--- src/hdl/sms_pkg.sv ---
// sms_pkg: shared types and constants for the spi master shifter
`default_nettype none

package sms_pkg;

  // fixed field widths
  localparam int unsigned WORD_W = 16;
  localparam int unsigned MODE_W = 3;
  localparam int unsigned SEL_W  = 4;

  // transfer lengths
  localparam int unsigned BYTE_BITS = 8;
  localparam int unsigned WORD_BITS = 16;

  // request function codes
  typedef enum logic {
    FUNC_START = 1'b0,
    FUNC_TICK  = 1'b1
  } sms_func_t;

  // input request
  typedef struct packed {
    sms_func_t          func;
    logic [WORD_W-1:0]  tx_data;
    logic               wide_word;
    logic [MODE_W-1:0]  mode;
    logic [SEL_W-1:0]   select_index;
    logic               serial_in;
  } sms_in_t;

  // result
  typedef struct packed {
    logic               clock_out;
    logic               data_out;
    logic               select_active;
    logic [SEL_W-1:0]   select_line;
    logic [WORD_W-1:0]  received;
    logic               done_res;
    logic               mode_error;
    logic               busy_res;
  } sms_out_t;

endpackage

`default_nettype wire

--- src/hdl/sms_ifs.sv ---
// sms_ifs: valid/ready channel interfaces for requests and results
`default_nettype none

interface sms_in_if;
  import sms_pkg::*;
  logic    valid;
  logic    ready;
  sms_in_t payload;
  modport source (output valid, output payload, input ready);
  modport sink   (input valid, input payload, output ready);
endinterface

interface sms_out_if;
  import sms_pkg::*;
  logic     valid;
  logic     ready;
  sms_out_t payload;
  modport source (output valid, output payload, input ready);
  modport sink   (input valid, input payload, output ready);
endinterface

`default_nettype wire

--- src/hdl/spi_master_shifter_top.sv ---
// spi_master_shifter_top: spi master shifter for modes 0 to 3, msb first
//
//   channel  | dir | payload    | handshake
//   ---------+-----+------------+------------------------------
//   in_ch    | in  | sms_in_t   | valid/ready, one request
//   out_ch   | out | sms_out_t  | valid/ready, one result each
//
// One request is taken per cycle; its result goes to the output register,
// or to the skid entry if that register still holds an untaken result. The
// two-entry stage keeps in_ch.ready high while a single result waits,
// so a stall on out_ch stops requests only once both entries are full.
// rst_n is synchronous and returns the shifter to idle with all state zero.
`default_nettype none

module spi_master_shifter_top #(
  parameter int unsigned SELECT_LINES = 16,
  parameter int unsigned MAX_BITS     = 16
) (
  input  wire           clk,
  input  wire           rst_n,
  sms_in_if.sink        in_ch,
  sms_out_if.source     out_ch
);
  import sms_pkg::*;

  // word length capped at MAX_BITS
  localparam int unsigned WORD_LEN = (WORD_BITS > MAX_BITS) ? MAX_BITS : WORD_BITS;
  localparam int unsigned CNT_W    = $clog2(WORD_LEN + 1);

  // select index wrap, one entry per possible index
  localparam int unsigned SEL_CNT = 1 << SEL_W;
  logic [SEL_W-1:0] line_lut [SEL_CNT];

  for (genvar g = 0; g < SEL_CNT; g++) begin : g_lut
    assign line_lut[g] = SEL_W'(g % SELECT_LINES);
  end

  // shifter state
  logic [WORD_W-1:0] send_r, send_nxt;
  logic [WORD_W-1:0] recv_r, recv_nxt;
  logic [CNT_W-1:0]  bits_r, bits_nxt;
  logic              half_r, half_nxt;
  logic              active_r, active_nxt;
  logic              cpha_r, cpha_nxt;
  logic [SEL_W-1:0]  line_r, line_nxt;
  logic              sclk_r, sclk_nxt;
  logic              dout_r, dout_nxt;

  // output stage
  sms_out_t out_r, skid_r, res;
  logic     out_v_r, skid_v_r;

  logic              accept;
  logic              pop;
  logic [WORD_W-1:0] send_load;
  logic [WORD_W-1:0] recv_cap;
  logic [CNT_W-1:0]  bits_dec;
  logic [WORD_W-1:0] res_received;
  logic              res_done;
  logic              res_err;

  assign in_ch.ready = ~skid_v_r;
  assign accept      = in_ch.valid & in_ch.ready;
  assign pop         = out_v_r & out_ch.ready;

  assign send_load = in_ch.payload.wide_word ? in_ch.payload.tx_data
                   : {in_ch.payload.tx_data[BYTE_BITS-1:0], BYTE_BITS'(0)};
  assign recv_cap  = {recv_r[WORD_W-2:0], in_ch.payload.serial_in};
  assign bits_dec  = (bits_r != '0) ? bits_r - CNT_W'(1) : bits_r;

  // next state and result for one request
  always_comb begin
    send_nxt     = send_r;
    recv_nxt     = recv_r;
    bits_nxt     = bits_r;
    half_nxt     = half_r;
    active_nxt   = active_r;
    cpha_nxt     = cpha_r;
    line_nxt     = line_r;
    sclk_nxt     = sclk_r;
    dout_nxt     = dout_r;
    res_received = '0;
    res_done     = 1'b0;
    res_err      = 1'b0;
    if (accept) begin
      case (in_ch.payload.func)
        FUNC_START: begin
          if (!active_r) begin
            if (in_ch.payload.mode[2]) begin
              res_err      = 1'b1;
              res_done     = 1'b1;
              res_received = WORD_W'(1);
            end else begin
              send_nxt   = send_load;
              recv_nxt   = '0;
              bits_nxt   = in_ch.payload.wide_word ? CNT_W'(WORD_LEN) : CNT_W'(BYTE_BITS);
              half_nxt   = 1'b0;
              cpha_nxt   = in_ch.payload.mode[0];
              line_nxt   = line_lut[in_ch.payload.select_index];
              sclk_nxt   = in_ch.payload.mode[1];
              active_nxt = 1'b1;
              // phase 0 puts the first bit out before the first edge
              if (!in_ch.payload.mode[0]) begin
                dout_nxt = send_load[WORD_W-1];
                send_nxt = {send_load[WORD_W-2:0], 1'b0};
              end
            end
          end
        end
        FUNC_TICK: begin
          if (active_r) begin
            sclk_nxt = ~sclk_r;
            if (!half_r) begin
              // leading edge
              if (cpha_r) begin
                dout_nxt = send_r[WORD_W-1];
                send_nxt = {send_r[WORD_W-2:0], 1'b0};
              end else begin
                recv_nxt = recv_cap;
                bits_nxt = bits_dec;
              end
              half_nxt = 1'b1;
            end else begin
              // trailing edge
              if (cpha_r) begin
                recv_nxt = recv_cap;
                bits_nxt = bits_dec;
              end else if (bits_r != '0) begin
                dout_nxt = send_r[WORD_W-1];
                send_nxt = {send_r[WORD_W-2:0], 1'b0};
              end
              half_nxt = 1'b0;
              if (bits_nxt == '0) begin
                active_nxt   = 1'b0;
                res_done     = 1'b1;
                res_received = recv_nxt;
              end
            end
          end
        end
        default: begin
          sclk_nxt = sclk_r;
        end
      endcase
    end
  end

  // result word
  always_comb begin
    res.clock_out     = sclk_nxt;
    res.data_out      = dout_nxt;
    res.select_active = active_nxt;
    res.select_line   = line_nxt;
    res.received      = res_received;
    res.done_res      = res_done;
    res.mode_error    = res_err;
    res.busy_res      = active_nxt;
  end

  // shifter state registers
  always_ff @(posedge clk) begin
    if (!rst_n) begin
      send_r   <= '0;
      recv_r   <= '0;
      bits_r   <= '0;
      half_r   <= 1'b0;
      active_r <= 1'b0;
      cpha_r   <= 1'b0;
      line_r   <= '0;
      sclk_r   <= 1'b0;
      dout_r   <= 1'b0;
    end else begin
      send_r   <= send_nxt;
      recv_r   <= recv_nxt;
      bits_r   <= bits_nxt;
      half_r   <= half_nxt;
      active_r <= active_nxt;
      cpha_r   <= cpha_nxt;
      line_r   <= line_nxt;
      sclk_r   <= sclk_nxt;
      dout_r   <= dout_nxt;
    end
  end

  // output register with skid entry
  always_ff @(posedge clk) begin
    if (!rst_n) begin
      out_v_r  <= 1'b0;
      skid_v_r <= 1'b0;
    end else if (skid_v_r) begin
      if (pop) begin
        out_r    <= skid_r;
        skid_v_r <= 1'b0;
      end
    end else if (accept) begin
      if (!out_v_r || pop) begin
        out_r   <= res;
        out_v_r <= 1'b1;
      end else begin
        skid_r   <= res;
        skid_v_r <= 1'b1;
      end
    end else if (pop) begin
      out_v_r <= 1'b0;
    end
  end

  assign out_ch.valid   = out_v_r;
  assign out_ch.payload = out_r;

endmodule

`default_nettype wire

--- src/flat_wrapper.sv ---
// flat-port wrapper written by rule: the top's interface ports become plain ports
module spi_master_shifter_top_flat import sms_pkg::*;
#(
  parameter int unsigned SELECT_LINES = 16,
  parameter int unsigned MAX_BITS     = 16
)
  (clk, rst_n, in_ch_valid, in_ch_payload, in_ch_ready, out_ch_valid, out_ch_payload, out_ch_ready);
  sms_in_if in_ch_i ();
  sms_out_if out_ch_i ();
  input  wire clk;
  input  wire rst_n;
  input wire logic [$bits(in_ch_i.valid)-1:0] in_ch_valid;
  input wire logic [$bits(in_ch_i.payload)-1:0] in_ch_payload;
  output wire logic [$bits(in_ch_i.ready)-1:0] in_ch_ready;
  output wire logic [$bits(out_ch_i.valid)-1:0] out_ch_valid;
  output wire logic [$bits(out_ch_i.payload)-1:0] out_ch_payload;
  input wire logic [$bits(out_ch_i.ready)-1:0] out_ch_ready;
  assign in_ch_i.valid = in_ch_valid;
  assign in_ch_i.payload = in_ch_payload;
  assign in_ch_ready = in_ch_i.ready;
  assign out_ch_valid = out_ch_i.valid;
  assign out_ch_payload = out_ch_i.payload;
  assign out_ch_i.ready = out_ch_ready;
  spi_master_shifter_top #(.SELECT_LINES(SELECT_LINES), .MAX_BITS(MAX_BITS)) u_core (.clk(clk), .rst_n(rst_n), .in_ch(in_ch_i), .out_ch(out_ch_i));
endmodule
--- config.mk ---
export PLATFORM = sky130hd
export DESIGN_NAME = spi_master_shifter_top_flat
export DESIGN_NICKNAME = d
export VERILOG_FILES = /design/src/hdl/sms_pkg.sv /design/src/hdl/sms_ifs.sv /design/src/hdl/spi_master_shifter_top.sv /design/src/flat_wrapper.sv
export SDC_FILE = /design/constraint.sdc
export NUM_CORES = 1
export LEC_CHECK = 0
export BUFFER_PORTS_ARGS = -buffer_cell sky130_fd_sc_hd__buf_2
export CAP_MARGIN = 10
export CELL_PAD_IN_SITES_DETAIL_PLACEMENT = 1
export CELL_PAD_IN_SITES_GLOBAL_PLACEMENT = 1
export CORE_ASPECT_RATIO = 1.5
export CORE_MARGIN = 1
export CORE_UTILIZATION = 30
export CTS_CLUSTER_DIAMETER = 30
export DETAILED_ROUTE_END_ITERATION = 6
export HOLD_SLACK_MARGIN = 0.02
export MAX_ROUTING_LAYER = met4
export PLACE_DENSITY_LB_ADDON = 0.1
export RECOVER_POWER = 50
export SETUP_SLACK_MARGIN = 0.1
export SYNTH_ARGS = -nofsm -noshare
export SYNTH_HDL_FRONTEND = slang
export SYNTH_SLANG_ARGS = --single-unit
export TNS_END_PERCENT = 5
--- constraint.sdc ---
create_clock -name clk -period 4.3 [get_ports clk]
set_input_delay 0.86 -clock clk [delete_from_list [all_inputs] [get_ports clk]]
set_output_delay 0.86 -clock clk [all_outputs]
set_load 0.01 [all_outputs]
==> run metrics, run 1 <==
largest net degree at the start of global routing=40; # resized after CTS=0; CTS clock-pin slew for the worst setup and hold paths=0.07 ns; Detailed Routing Iterations Pass 1=4; Synth async-reset ratio=0%; vias=3418; Max Cap Viol=2; Area after DPL=5100 um2; Logic pwr share=8.6%; Flop pwr share=50.3%; met1 usage=16.6%; GRT met3 Usage=2.53%; Seq/Total Area, Yosys=53.1%; failing checks=max-capacitance violations, max-slew violations; hold bufs inserted after CTS=0; status=finished with violations; io pins=58; max incr delay on CP=0.57 ns; post-synthesis mux area share=10.3%; min Tclk post-route=3.28 ns; Synth Area in Adders=0.809%; routed len/inst=15.6 um; P&R area growth vs syn=15.2%; fin. max-slew vios=65; deepest clock path buffer count=2; Starting Density=30.8%; Worst path slowest cell=nor4_2; vias in the first global route=3562; Slew headroom=-25.1%; Routed Antenna Nets=0; Total Routing Usage GR=14.7%; Slew @ Worst Pin=1.88 ns; post-synthesis area per instance=10.4 um2; Setup-failing EPs final=0; setup ws final=1.02 ns; Initial DRC Count=104; RSZ-0062 raised after global routing=no; fraction of the mapped netlist area in compound gates=16.3%; CP endpoint kind=register; n_diodes=0; crit path DAT=3.51 ns; final hold vios=0; Via density=4.94; most used routing layer in global routing=met2; hpwl dp=7.52 mm; Top FF cell, synth=edfxtp_1; Netlist Area Pre-Place=4640 um2; worst setup path class=input pin to register; fin crit share=76.3%; CTS tree=done; Max Fclk=305 MHz; Clock power frac=41.0%; clk_skew=0.00814 ns; Post-synth EDFFs=50; Worst Path Max Fanout=33; final cell count without fillers=692; chip height=154 um; Root Buffer=clkbuf_16; syn nets=478; sw frac=24.6%; total power=2.03 mW; Crit path required time=4.53 ns; Routed WL=10.8 mm; total grt overflow=0; Synth Area in XOR/XNOR=0.378%; Synth warnings=0; DRC viols=0; Psw=0.501 mW; routing usage on met2=26.1%; P_leak=1.84 nW; largest family of logic cells by synthesized area=compound AO/OA/AOI/OAI gates; post-layout util=35.5%; Synth Register Bits=98; Netlist cell types=54; crit-path cells=buf_2, inv_1, ha_1, or3b_1, nor4_2, nor2b_1, nor2_1, a211oi_1; Post-CTS Setup Inserts=0; Post-Synth Simple-Gate Area=14.9%; CTS buffer count=9; VDD IR max=0.160 mV; Clock Sinks=98; Die Wd=104 um; Core Area=15100 um2; Synth Instances=445; share of layout cells above drive strength 1=16.0%; global-route wire length before repair=18.3 mm; P per Cell Area=380 nW/um2; Post-Place Cells=676; H-tree levels=3; final setup TNS=0 ns; row cnt=55; final net count=521; Filler cells=1723; Finished Cell Area=5340 um2; antenna violations before repair=0; Hold Worst Slack=0.484 ns; Hold WC Path Type=register to register; die area=16000 um2; clock latency on the worst-skew pair=0.35 ns; Critical Path Start Type=input pin; pre-CTS setup slack=0.647 ns; I/O Buffers=57; Internal Pwr Total=1.53 mW; Placer Congestion=0.754
## layout make-up
| cell class | count | area (um2) | area share [%] |
|---|---|---|---|
| Clock buffer | 10 | 229 | 4.28 |
| Clock inverter | 6 | 73.8 | 1.38 |
| Inverter | 10 | 37.5 | 0.702 |
| Multi-Input combinational cell | 304 | 1990 | 37.3 |
| Sequential cell | 98 | 2460 | 46.1 |
| Tap cell | 199 | 249 | 4.66 |
| Timing Repair Buffer | 65 | 299 | 5.60 |
## registers in the layout (all words and copies together) (netlist names)
| name | count |
|---|---|
| u_core.line_r | 4 |
| u_core.send_r | 16 |
| u_core.sclk_r | 1 |
| u_core.dout_r | 1 |
| u_core.recv_r | 16 |
| u_core.active_r | 1 |
| u_core.cpha_r | 1 |
| u_core.skid_v_r | 1 |
| u_core.skid_r | 25 |
| u_core.half_r | 1 |
| u_core.out_ch.valid | 1 |
| u_core.out_ch.payload | 25 |
| u_core.bits_r | 5 |
## cells in the final DEF, fill, tap and decap left out, types with 3 or more instances in the layout
cell / Yosys / routed
o21ai_0: 10 / 10
dfxtp_1: 48 / 48
nand2_1: 43 / 43
o31ai_2: 12 / 12
nor2b_1: 5 / 5
mux2_1: 1 / 5
a21oi_1: 22 / 21
mux2_2: 14 / 10
a211oi_1: 9 / 9
clkbuf_1: 24 / 32
nand3_1: 6 / 6
buf_4: 1 / 5
a22oi_1: 16 / 16
a21o_1: 3 / 3
o211ai_1: 3 / 3
clkbuf_16: 0 / 9
inv_1: 8 / 9
o211a_1: 3 / 3
ha_1: 3 / 3
a311oi_1: 6 / 6
edfxtp_1: 50 / 50
and2_1: 6 / 4
o31ai_1: 5 / 5
mux2i_1: 31 / 31
nor2_1: 69 / 69
nor3_1: 3 / 3
buf_2: 3 / 29
## cell usage after synthesis, types with 3 or more instances
cell	n	area share (%)
a22oi_1	16	2.6
edfxtp_1	50	32
nand3_1	6	0.65
o211ai_1	3	0.49
a21o_1	3	0.49
mux2i_1	31	6.7
o31ai_2	12	3.2
clkbuf_1	24	1.9
nor2b_1	5	0.67
o211a_1	3	0.65
mux2_2	14	3.4
nor4_1	3	0.40
o31ai_1	5	0.81
buf_2	3	0.32
dfxtp_1	48	21
a311oi_1	6	1.1
buf_6	3	0.73
and2_1	6	0.81
inv_1	8	0.65
o21ai_0	10	1.1
a211oi_1	9	1.5
nor2_1	69	5.6
a21oi_1	22	2.4
nor3_1	3	0.32
nand2_1	43	3.5
ha_1	3	0.81
## power by group through the flow
stage	combinational (mW)	sequential, mW	clock (mW)
2_1_floorplan	0.116	1.05	0
3_5_place_dp	0.186	1.04	0
6_report	0.176	1.02	0.834
3_3_place_gp	0.183	1.04	0
4_1_cts	0.186	1.02	0.865
5_1_grt	0.197	1.03	0.906
## per-layer routing
layer  up-vias  wire, um
met4         0       150
met3         7       277
met1      1653      4730
li1       1704         -
met5         -         0
met2        54      5610
## critical path, delay by kind of cell
family                     cells  cell delay, ns
and+or+nand+nor                4            1.27
adders and majority gates      1            0.29
AOI/OAI and AO/OA              1            0.26
buffers and inverters          2            0.81
## cells by family after synthesis
kind of cell | after synthesis
and+or+nand+nor | 152
AOI/OAI and AO/OA | 101
DFF | 98
muxes | 46
buffers and inverters | 43
adders and majority gates | 3
xor gates and xnor gates | 2
## worst paths after layout
kind                startpoint                       end  slack [ns]  cells after the start
min reg2reg  u_core.send_r[14]         u_core.send_r[15]        0.48                      2
min          u_core.send_r[14]         u_core.send_r[15]        0.48                      2
max reg2reg   u_core.bits_r[0]  u_core.out_ch.payload[3]        1.34                      8
max          in_ch_payload[25]          u_core.bits_r[0]        1.02                      8
Power figures use the tool's default switching activity.
==> inputs of run 2 (changes only) <==
==> constraint.sdc (replaced) <==
create_clock -name clk -period 2.6 [get_ports clk]
set_input_delay 0.52 -clock clk [delete_from_list [all_inputs] [get_ports clk]]
set_output_delay 0.52 -clock clk [all_outputs]
set_load 0.01 [all_outputs]
==> run 2 against run 1 <==
  * The flow now finishes without violations
  * Global-route usage increased by 0.32 points
  * Clock power grew 62%
  * Flip-flop and latch count stayed put
  * Utilization is 1.5 points higher
  * Via count up 2.8%
==> run metrics, run 2 (same netlist as run 1, synthesis figures left out) <==
hpwl dp=7.63 mm (+1.5%); Core Area=15100 um2 (unchanged); Clock Sinks=98 (unchanged); n_diodes=0 (unchanged); Area after DPL=5250 um2 (+3.0%); Routed WL=11.3 mm (+5.1%); CTS clock-pin slew for the worst setup and hold paths=0.07 ns (about the same); Slew @ Worst Pin=0.822 ns (-1.05 ns); share of layout cells above drive strength 1=19.9% (+3.9 points); worst setup path class=register to register; global-route wire length before repair=18.5 mm (+1.2%); Worst path slowest cell=or4_4; Root Buffer=clkbuf_16; VDD IR max=0.267 mV (+68%); FF-to-FF path depth=8 (unchanged); Slew headroom=45.2% (+70 points); Reg2Reg Setup Slack=0.16 ns (-1.18 ns); min Tclk post-route=2.44 ns; row cnt=55 (unchanged); Crit path required time=2.78 ns (-1.75 ns); fin. max-slew vios=0 (-100%); total grt overflow=0 (unchanged); Max Fclk=410 MHz; antenna violations before repair=0 (unchanged); DRC viols=0 (unchanged); final net count=537 (+3.1%); Starting Density=30.8% (unchanged); Setup-failing EPs final=0 (unchanged); RSZ-0062 raised after global routing=no; Total Routing Usage GR=15.1% (+0.32 points); Max Cap Viol=0 (-2); vias in the first global route=3699 (+3.8%); CTS buffer count=9 (unchanged); vias=3512 (+2.8%); Hold WC Path Type=input pin to register; RR Endpoint=u_core.out_ch.payload[12]; Finished Cell Area=5570 um2 (+4.3%); Critical Path Start Type=register; CP endpoint kind=register; io pins=58 (unchanged); hold bufs inserted after CTS=0 (unchanged); P per Cell Area=601 nW/um2 (+58%); crit-path cells=inv_2, ha_4, nor3b_1, mux2_1, o211a_1, or4_4, clkbuf_16, o31ai_2; chip height=154 um (unchanged); pre-CTS setup slack=-0.0138 ns (-0.660 ns); r2r startpoint=u_core.bits_r[0]; Die Wd=104 um (unchanged); crit path DAT=2.62 ns (-0.89 ns); status=completed; H-tree levels=3 (unchanged); routed len/inst=16.0 um (+2.9%); Routed Antenna Nets=0 (unchanged); die area=16000 um2 (unchanged); clk_skew=0.00916 ns (+0.00102 ns); max incr delay on CP=0.53 ns (-0.04 ns); Filler cells=1716 (-0.41%); post-layout util=37.0% (+1.5 points); Worst Path Max Fanout=8 (-76%); setup ws final=0.161 ns (-0.859 ns); Initial DRC Count=95 (-8.7%); fin crit share=93.8%; final hold vios=0 (unchanged); I/O Buffers=57 (unchanged); Via density=4.97 (+0.57%); deepest clock path buffer count=2 (unchanged); P_leak=1.97 nW (+7.2%); hold path endpoint=u_core.skid_v_r; largest net degree at the start of global routing=41 (+2.5%); clock latency on the worst-skew pair=0.35 ns (about the same); CTS tree=done; Hold Startpoint=out_ch_ready; commonest cells after routing, fill and taps aside=nor2_1 (69), edfxtp_1 (50), dfxtp_1 (48); commonest non-fill, non-tap cell in the layout=nor2_1; Detailed Routing Iterations Pass 1=4 (unchanged); P&R area growth vs syn=20.2%; Placer Congestion=0.751 (-0.41%); Hold Crit Depth=2 (unchanged)
-- run 2: cell type report --
cell class                 instances  area, um2  area share, %
clock buffer                      10        229           4.11
clock inverter                     5       63.8           1.15
inverter                          10       37.5          0.674
multi-input combinational        304       2030           36.5
sequential                        98       2460           44.2
tap                              199        249           4.47
timing repair buffer              81        498           8.94
-- run 2: how the worst max path moves through the flow --
stage	from	to	slack, ns	cells past startpoint
final	u_core.bits_r[0]	u_core.out_ch.payload[12]	0.16	8
after global routing	u_core.bits_r[1]	u_core.skid_r[11]	0.08	8
after CTS	u_core.bits_r[0]	u_core.out_ch.payload[5]	0.11	8
after detailed placement	u_core.bits_r[0]	u_core.out_ch.payload[5]	-0.01	8
after global placement	u_core.bits_r[0]	u_core.out_ch.payload[6]	0.1	8
after floorplan	u_core.bits_r[0]	u_core.out_ch.payload[10]	0.05	9
-- run 2: per-stage QoR --
stage | cells | setup TNS (ns) | hold WS [ns] | total power [mW]
3_3_place_gp | 690 | 0 | 0.471 | 2.05
4_1_cts | 706 | 0 | 0.437 | 3.42
6_report | 707 | 0 | 0.412 | 3.35
2_1_floorplan | 445 | 0 | 0.454 | 1.93
5_1_grt | 707 | 0 | 0.411 | 3.49
3_5_place_dp | 690 | -0.0138 | 0.477 | 2.05
-- run 2: critical path: cells and delay by family, from the launching register on --
family | cells | cell delay (ns)
AO/OA/AOI/OAI | 2 | 0.44
adder cells (fa/ha/maj) | 1 | 0.15
buffers and inverters | 2 | 0.28
flip-flops | 1 | 0.33
multiplexers | 1 | 0.35
AND/OR/NAND/NOR | 2 | 0.73
-- run 2: per-layer routing --
layer / part of all wire [%] / vias up / global-route usage (%)
met4: 1.5 / 0 / 5.66
li1: - / 1732 / -
met5: 0 / - / -
met1: 43 / 1719 / 15.8
met3: 2.6 / 11 / 2.57
met2: 53 / 50 / 28.0
-- run 2: where the power goes --
part / internal, mW / switching, mW / leakage [nW]
registers: 1.67 / 0.0222 / 0.863
clock network: 0.750 / 0.595 / 0.140
logic: 0.122 / 0.191 / 0.972
-- run 2: timing repair --
item,CTS,global route
cloned,1,1
setup buffers,0,0
resized for setup,4,5
setup endpoints to repair,16,32
pin swaps,0,1
